==> src/design/deq_pkg.sv <==
// ----------------------------------------------------------------------------
// deq_pkg: shared types and constants for the double-ended queue
// Action and status codes, cell operations and the control bundle that the
// queue controller hands to each row of storage cells.
// ----------------------------------------------------------------------------
`default_nettype none

package deq_pkg;

    localparam int DATA_W    = 32;
    localparam int ACTION_W  = 3;
    localparam int STATUS_W  = 2;
    localparam int COUNT_W   = 7;
    localparam int DEPTH_DEF = 64;

    typedef enum logic [ACTION_W-1:0] {
        ACT_PUSH_FRONT = 3'd0,
        ACT_PUSH_BACK  = 3'd1,
        ACT_POP_FRONT  = 3'd2,
        ACT_POP_BACK   = 3'd3,
        ACT_CLEAR      = 3'd4,
        ACT_REVERSE    = 3'd5,
        ACT_QUERY      = 3'd6
    } action_t;

    typedef enum logic [STATUS_W-1:0] {
        ST_DONE  = 2'd0,
        ST_FULL  = 2'd1,
        ST_EMPTY = 2'd2
    } status_t;

    // what every cell of a row does when it is clocked
    typedef enum logic [1:0] {
        CELL_HOLD      = 2'd0,
        CELL_SHIFT_IN  = 2'd1,
        CELL_SHIFT_OUT = 2'd2,
        CELL_APPEND    = 2'd3
    } cell_op_t;

    typedef struct packed {
        cell_op_t                  op;
        logic signed [DATA_W-1:0]  push_data;
    } cell_ctrl_t;

endpackage

`default_nettype wire

==> src/design/deq_cell.sv <==
// ----------------------------------------------------------------------------
// deq_cell: one storage cell of a queue row
// Holds one value; loads from its left or right neighbour when the row
// shifts, or takes the pushed value when it is the first free slot.
// ----------------------------------------------------------------------------
`default_nettype none

module deq_cell #(
    parameter int INDEX = 0,
    parameter int CNT_W = 7
) (
    input  wire logic                                aclk,
    input  wire deq_pkg::cell_ctrl_t                 ctrl,
    input  wire logic [CNT_W-1:0]                    count,
    input  wire logic signed [deq_pkg::DATA_W-1:0]   left_data,
    input  wire logic signed [deq_pkg::DATA_W-1:0]   right_data,
    output logic signed [deq_pkg::DATA_W-1:0]        data
);
    import deq_pkg::*;

    logic signed [DATA_W-1:0] data_reg;
    logic signed [DATA_W-1:0] data_next;
    logic                     tail_hit;

    assign tail_hit = (count == CNT_W'(INDEX));

    always_comb begin
        unique case (ctrl.op)
            CELL_HOLD:      data_next = data_reg;
            CELL_SHIFT_IN:  data_next = left_data;
            CELL_SHIFT_OUT: data_next = right_data;
            CELL_APPEND:    data_next = tail_hit ? ctrl.push_data : data_reg;
            default:        data_next = data_reg;
        endcase
    end

    always_ff @(posedge aclk) begin
        data_reg <= data_next;
    end

    assign data = data_reg;

endmodule

`default_nettype wire

==> src/design/deq_row.sv <==
// ----------------------------------------------------------------------------
// deq_row: a row of DEPTH storage cells
// Element i of the row sits in cell i; the row shifts as a whole at its
// head end and appends at the cell that the count points to.
// ----------------------------------------------------------------------------
`default_nettype none

module deq_row #(
    parameter int DEPTH = deq_pkg::DEPTH_DEF,
    parameter int CNT_W = $clog2(DEPTH + 1)
) (
    input  wire logic                                aclk,
    input  wire deq_pkg::cell_ctrl_t                 ctrl,
    input  wire logic [CNT_W-1:0]                    count,
    output logic signed [deq_pkg::DATA_W-1:0]        head_next
);
    import deq_pkg::*;

    logic signed [DATA_W-1:0] cell_data [DEPTH];

    for (genvar i = 0; i < DEPTH; i++) begin : g_cell
        logic signed [DATA_W-1:0] left_in;
        logic signed [DATA_W-1:0] right_in;

        if (i == 0) begin : g_first
            assign left_in = ctrl.push_data;
        end else begin : g_mid_left
            assign left_in = cell_data[i-1];
        end

        // last cell never shifts out anything meaningful
        if (i == DEPTH - 1) begin : g_last
            assign right_in = cell_data[i];
        end else begin : g_mid_right
            assign right_in = cell_data[i+1];
        end

        deq_cell #(
            .INDEX (i),
            .CNT_W (CNT_W)
        ) u_cell (
            .aclk       (aclk),
            .ctrl       (ctrl),
            .count      (count),
            .left_data  (left_in),
            .right_data (right_in),
            .data       (cell_data[i])
        );
    end

    // value that cell 0 will hold after this cycle
    always_comb begin
        unique case (ctrl.op)
            CELL_HOLD:      head_next = cell_data[0];
            CELL_SHIFT_IN:  head_next = ctrl.push_data;
            CELL_SHIFT_OUT: head_next = cell_data[1];
            CELL_APPEND:    head_next = (count == '0) ? ctrl.push_data : cell_data[0];
            default:        head_next = cell_data[0];
        endcase
    end

endmodule

`default_nettype wire
==> config.mk <==
export PLATFORM = sky130hd
export DESIGN_NAME = deq_row
export DESIGN_NICKNAME = d
export VERILOG_FILES = /design/src/design/deq_pkg.sv /design/src/design/deq_cell.sv /design/src/design/deq_row.sv
export SDC_FILE = /design/constraint.sdc
export NUM_CORES = 2
export LEC_CHECK = 0
export ABC_CLOCK_PERIOD_IN_PS = 3600
export BUFFER_PORTS_ARGS = -buffer_cell sky130_fd_sc_hd__buf_2
export CAP_MARGIN = 40
export CORE_ASPECT_RATIO = 2
export CORE_MARGIN = 2
export CORE_UTILIZATION = 64
export DETAILED_ROUTE_END_ITERATION = 6
export GPL_ROUTABILITY_DRIVEN = 1
export PLACE_DENSITY = 0.8
export REMOVE_ABC_BUFFERS = 1
export SKIP_LAST_GASP = 1
export SLEW_MARGIN = 0
export SYNTH_ARGS = -nofsm -noshare
export SYNTH_HDL_FRONTEND = slang
export SYNTH_SLANG_ARGS = --single-unit
export TNS_END_PERCENT = 30
==> constraint.sdc <==
create_clock -name aclk -period 3.6 [get_ports aclk]
set_input_delay 0.18 -clock aclk [delete_from_list [all_inputs] [get_ports aclk]]
set_output_delay 0.18 -clock aclk [all_outputs]
set_load 0.1 [all_outputs]
# Word-level counts from Yosys, hierarchy flattened
# Cells that the tools add are included.
# totals
regBits,2048
inputBits,42
output_inout_bits,32
# op_classes
n_eq_ne,129
n_mux,128
bitwise_logic,2
n_reduce_logical,66
# ops
cell,count
32-bit one-hot mux with 3 select lines,62
32-bit 2-to-1 mux,64
"7-bit by 6-bit == test with 1-bit output, second input constant",32
32-bit one-hot mux with 4 select lines,1
"2-bit by 1-bit inequality test with 1-bit output, second input constant",63
2-bit AND reduction,63
"7-bit by 5-bit == test with 1-bit output, second input constant",16
32-bit one-hot mux with 2 select lines,1
"7-bit by 4-bit == test with 1-bit output, second input constant",8
"7-bit by 3-bit == test with 1-bit output, second input constant",4
"7-bit by 2-bit == test with 1-bit output, second input constant",2
"7-bit by 1-bit == test with 1-bit output, second input constant",1
7-bit logical NOT,1
"2-bit == test, second input constant",2
"2-bit by 1-bit == test with 1-bit output, second input constant",1
2-bit logical NOT,1
1-bit inverter,2
2-bit OR reduction,1

# Logic depth before layout (Yosys ltp)
# logic_depth
depth_word,4
ltp_mapped,7
depth_no_buf,3

# Hierarchy
# From an unflattened synthesis, not the netlist that was laid out.
# hier_totals
hier_cells,9297
area_unflattened_um2,109455.0
# modules_own_cells
module,instances,cells_per_inst,area_per_inst_um2
deq_cell at g_cell[21].u_cell ...,16,143,1705.4
deq_cell at g_cell[1].u_cell ...,11,143,1701.6
deq_cell at g_cell[10].u_cell ...,8,143,1704.1
deq_cell at g_cell[0].u_cell ...,7,143,1667.8
deq_cell at g_cell[31].u_cell ...,6,143,1699.1
deq_cell at g_cell[20].u_cell ...,5,143,1682.9
deq_cell at g_cell[16].u_cell ...,4,143,1670.4
deq_cell at g_cell[52].u_cell ...,2,143,1680.4
deq_cell at g_cell[15].u_cell ...,2,143,1665.3
deq_cell at g_cell[60].u_cell,1,143,1702.9
deq_cell at g_cell[63].u_cell,1,143,1696.6
deq_cell at g_cell[12].u_cell,1,143,1671.6
deq_row,1,145,1089.8

# Worst setup path after synthesis
# No wires, ideal clock.
# synth_path
kind,input-to-reg
from,in count[0]
to,"reg g_cell[16].u_cell.data_reg[0], enable pin"
arrival_time_ps,2518
t_required_ps,3179
slack_ps,661
cell_stages,6
n_path_buf,3
path_cell_list,buf_6 -> nor4_4 -> buf_6 -> buf_2 -> a21oi_1 -> nor2_1
# synth_between
elab_chain_len,3
# synth_lines
element,line,rtl
"start, declared",deq_row.sv:14,"input wire logic [CNT_W-1:0] count,"
7-bit by 5-bit == test with 1-bit output,deq_cell.sv:25,assign tail_hit = (count == CNT_W'(INDEX));
2-bit by 1-bit inequality test with 1-bit output (no line),-,
2-bit AND reduction (no line),-,
"end signal, assigned",deq_cell.sv:38,data_reg <= data_next;
"end, declared",deq_cell.sv:21,logic signed [DATA_W-1:0] data_reg;
# Every way passes these cells.
# A chain may end at the register's enable or synchronous reset.

# Worst setup path in the final report
# layout_path
from,in ctrl[33] (netlist name)
to,out head_next[9] (netlist name)
# layout_between
elab_chain_len,2
word_cells_on_any_way,5
classes_between,3 x eq/ne; 1 x mux; 1 x reduce/logical
# layout_lines
element,line,rtl
"start, declared",deq_row.sv:13,"input wire deq_pkg::cell_ctrl_t ctrl,"
"2-bit == test, or another cell as far along",deq_row.sv:53,unique case (ctrl.op)
32-bit one-hot mux with 4 select lines (*),-,
"end, declared",deq_row.sv:15,output logic signed [deq_pkg::DATA_W-1:0] head_next
# Every way passes the cells marked *; elsewhere a longest branch is shown, timed or not.

==> key figures <==
Status
  • Status: complete, no violations

Detailed routing
  • Metal-1 WL: about 100 mm
  • Post-DRT Antenna Nets: 0
  • Initial DRT Pass Iterations: 6
  • Routed wire length: about 260 mm
  • Met2 WL: between 100 and 150 mm
  • Detailed-route DRC error count: 0
  • Met3 wire length: between 20 and 25 mm
  • Via/cell ratio: about 6.5
  • Via Count: just over 70,000
  • DR top layer: met5
  • Drt initial violations: between 9,000 and 10,000
  • Avg WL per Cell: between 20 and 25 um

Logic synthesis
  • Post-synthesis register bit count: a little over 2,000
  • Fraction of the yosys area taken by sequential cells: 0.613
  • Post-synth EDFFs: between 2,000 and 2,500
  • Yosys warns: 0
  • Most common cell in the netlist: nor2_1
  • Post-Syn Instances: 9,390
  • Synth top area share: 0.606
  • Synthesized area: approximately 100,000 sq um
  • Library cells used by synthesis: 36
  • Synth area leader: edfxtp_1
  • Synth area leaders: edfxtp_1, a31oi_1, nand2b_1, nor2_1, clkbuf_1
  • Async set-reset flop share out of synthesis: 0
  • Mean Syn Cell Area: ~11 sq um
  • Commonest cells in the netlist: nor2_1, edfxtp_1, a31oi_1, nand2b_1, clkbuf_1
  • Commonest register cell after synthesis: edfxtp_1

Worst setup path
  • Worst path arrival time: 2830 ps
  • Crit-path max FO: 92
  • Startpoint Class: primary input
  • CP Capture Type: primary output
  • Required @ worst endpoint: ~3400 ps
  • FF-to-FF End: g_cell[10].u_cell.data[22]
  • WS Path Type: in2out
  • Worst Reg-to-Reg Cells: 2
  • Register-to-register setup slack: around 2400 ps
  • Reg2reg start: g_cell[9].u_cell.data[22]

Hold path
  • Hold Path End: g_cell[16].u_cell.data[6]
  • HP Start: ctrl[32]
  • Hold Crit Depth: 3
  • Worst min path class: in2reg

Timing
  • Setup slack after layout: ~590 ps
  • Final hold vios: 0
  • Slew Limit Fails: 0
  • Period minus WS final: 3010 ps
  • Unrepaired setup endpoints after global routing: false
  • Final setup TNS: 0 ps
  • # setup viols final: 0
  • Relative slew slack: 0.122
  • Clk_skew: roughly 23 ps
  • Fin crit share: 0.835
  • Maximum clock frequency: about 330 MHz
  • Hold_ws: about 94 ps
  • Worst Max-Slew Pin Slew: about 1300 ps

Floorplanning
  • Die Y: approximately 560 um
  • Initial core utilization: 0.642
  • Die W: 283 um
  • I/O pins: 74
  • Die area: ~160,000 sq um
  • Core area: 155,000 sq um
  • Cell row count: between 200 and 250

Power and ir drop
  • Maximum vdd ir drop: 0.477 mV
  • Logic gate share of total power: 0.126
  • Seq pwr share: 0.539
  • Total power: 58,100 uW
  • P per Cell Area: around 540 nW/um^2
  • Clk pwr share: 0.335
  • Sw Pwr: 15,300 uW
  • Sw frac: 0.264
  • Lkg Pwr: roughly 0.037 uW
  • Cell internal pwr: 42,800 uW

Cells and area
  • Max reg flops: ~2,000
  • Layout net count: ~9,000
  • Layout fillers: about 11,000
  • Register area: about 61,000 sq um
  • Area of the multi-input gates: between 30,000 and 40,000 sq um
  • P&R area growth vs syn: 8.18%
  • Share of cells above drive strength 1: 0.0702

Placement
  • Final HPWL DP: 165 mm
  • IO buf count: between 70 and 80
  • Dpl ws: about 990 ps
  • Final GP Congestion: between 0.9 and 1

Global route
  • Gr usage total: 0.322
  • Antenna violations before repair: 4
  • First-pass GRT wire length: 403 mm
  • Largest net degree at the start of global routing: between 200 and 300
  • Vias in the first global route: roughly 70,000
  • Global route total overflow: 0

CTS
  • Post-CTS Setup Bufs: 0
  • Clock latency at the later pin of the worst-skew pair: 820 ps
  • Reg clk slew, reported paths: approximately 70 ps
  • CTS tree: done
  • Num CTS Buffers: approximately 180
  • CTS sink count: between 2,000 and 2,500
  • H-Tree Depth: 4
  • Clock root buffer: clkbuf_16
  • Clock Tree Buf Depth: 3

Run
  • Max cap viols: 0
==> worst max path at each step <==
stage	slack, ps	from	endpoint
after floorplan	-280	ctrl[32]	g_cell[10].u_cell.data[0]
after global placement	910	ctrl[33]	g_cell[37].u_cell.data[26]
after detailed placement	990	ctrl[33]	g_cell[51].u_cell.data[3]
after CTS	630	ctrl[33]	head_next[9]
after global routing	420	ctrl[33]	head_next[9]
final	590	ctrl[33]	head_next[9]
==> cells by family after synthesis <==
family / Yosys count / share of synthesized area
multiplexers: 17 / 0.00192
AND/OR/NAND/NOR: 4296 / 0.215
AO/OA/AOI/OAI: 2111 / 0.133
flip-flops: 2048 / 0.613
buffers and inverters: 918 / 0.0373
==> per-stage QoR <==
stage	instance area [sq um]	cells	util
6_report	108000	11100	0.695
5_1_grt	108000	11100	0.695
4_1_cts	108000	11100	0.695
3_5_place_dp	102000	10800	0.656
3_3_place_gp	101000	10800	0.653
2_1_floorplan	96100	8473	-
==> power groups by stage <==
stage               Clock (uW)  Sequential (uW)  Combinational, uW
floorplan                    0            31000               4330
global placement             0            31700               6830
detailed placement           0            31700               7100
CTS                      19600            31300               7190
global route             20500            31500               7930
finish                   19500            31300               7290
==> per-layer routing <==
metal | up-vias | track usage
met5 | - | 0
met4 | 8 | 0.186
met3 | 774 | 0.0470
met2 | 3771 | 0.522
met1 | 34900 | 0.419
li1 | 33000 | -
==> worst max-delay path: stages <==
cell	delay [ps]
dlygate4sd3_1	590
buf_12	350
buf_4	720
nor2b_1	230
o31ai_1	80
or3_1	420
buf_12	200
==> placed cells by master (no fill, tap or decap), types with 5 or more instances in the layout <==
| cell | n |
|---|---|
| a21oi_1 | 78 |
| a31oi_1 | 1984 |
| a32oi_1 | 17 |
| and4bb_2 | 6 |
| buf_12 | 73 |
| buf_2 | 39 |
| buf_4 | 127 |
| bufinv_16 | 18 |
| clkbuf_1 | 38 |
| clkbuf_16 | 183 |
| clkinv_1 | 39 |
| clkinv_2 | 33 |
| dfxtp_1 | 32 |
| dlygate4sd3_1 | 33 |
| edfxtp_1 | 2016 |
| mux2_2 | 17 |
| nand2_1 | 130 |
| nand2_4 | 33 |
| nand2b_1 | 1984 |
| nand3_1 | 15 |
| nand3b_1 | 15 |
| nor2_1 | 1984 |
| nor2_2 | 43 |
| nor2_4 | 20 |
| nor2b_1 | 16 |
| nor3_1 | 5 |
| nor3_2 | 11 |
| o211ai_1 | 7 |
| o211ai_2 | 10 |
| o31ai_1 | 15 |
| or3_1 | 16 |
==> repair_timing <==
action / 4_1_cts / 5_1_grt
endpoints found under the hold margin: 100 / 0
hold buffers: 33 / 0
resized for setup: 0 / 0
==> final cells by class <==
class	instances	share of cell area
multi-input cells	6424	0.328
flip-flops and latches	2048	0.566
diodes	2	0.0000463
inverters	1	0.0000348
clock inverters	102	0.00934
repair buffers	277	0.0283
well taps	2070	0.0240
clock buffers	221	0.0437
Power figures use the tool's default switching activity.
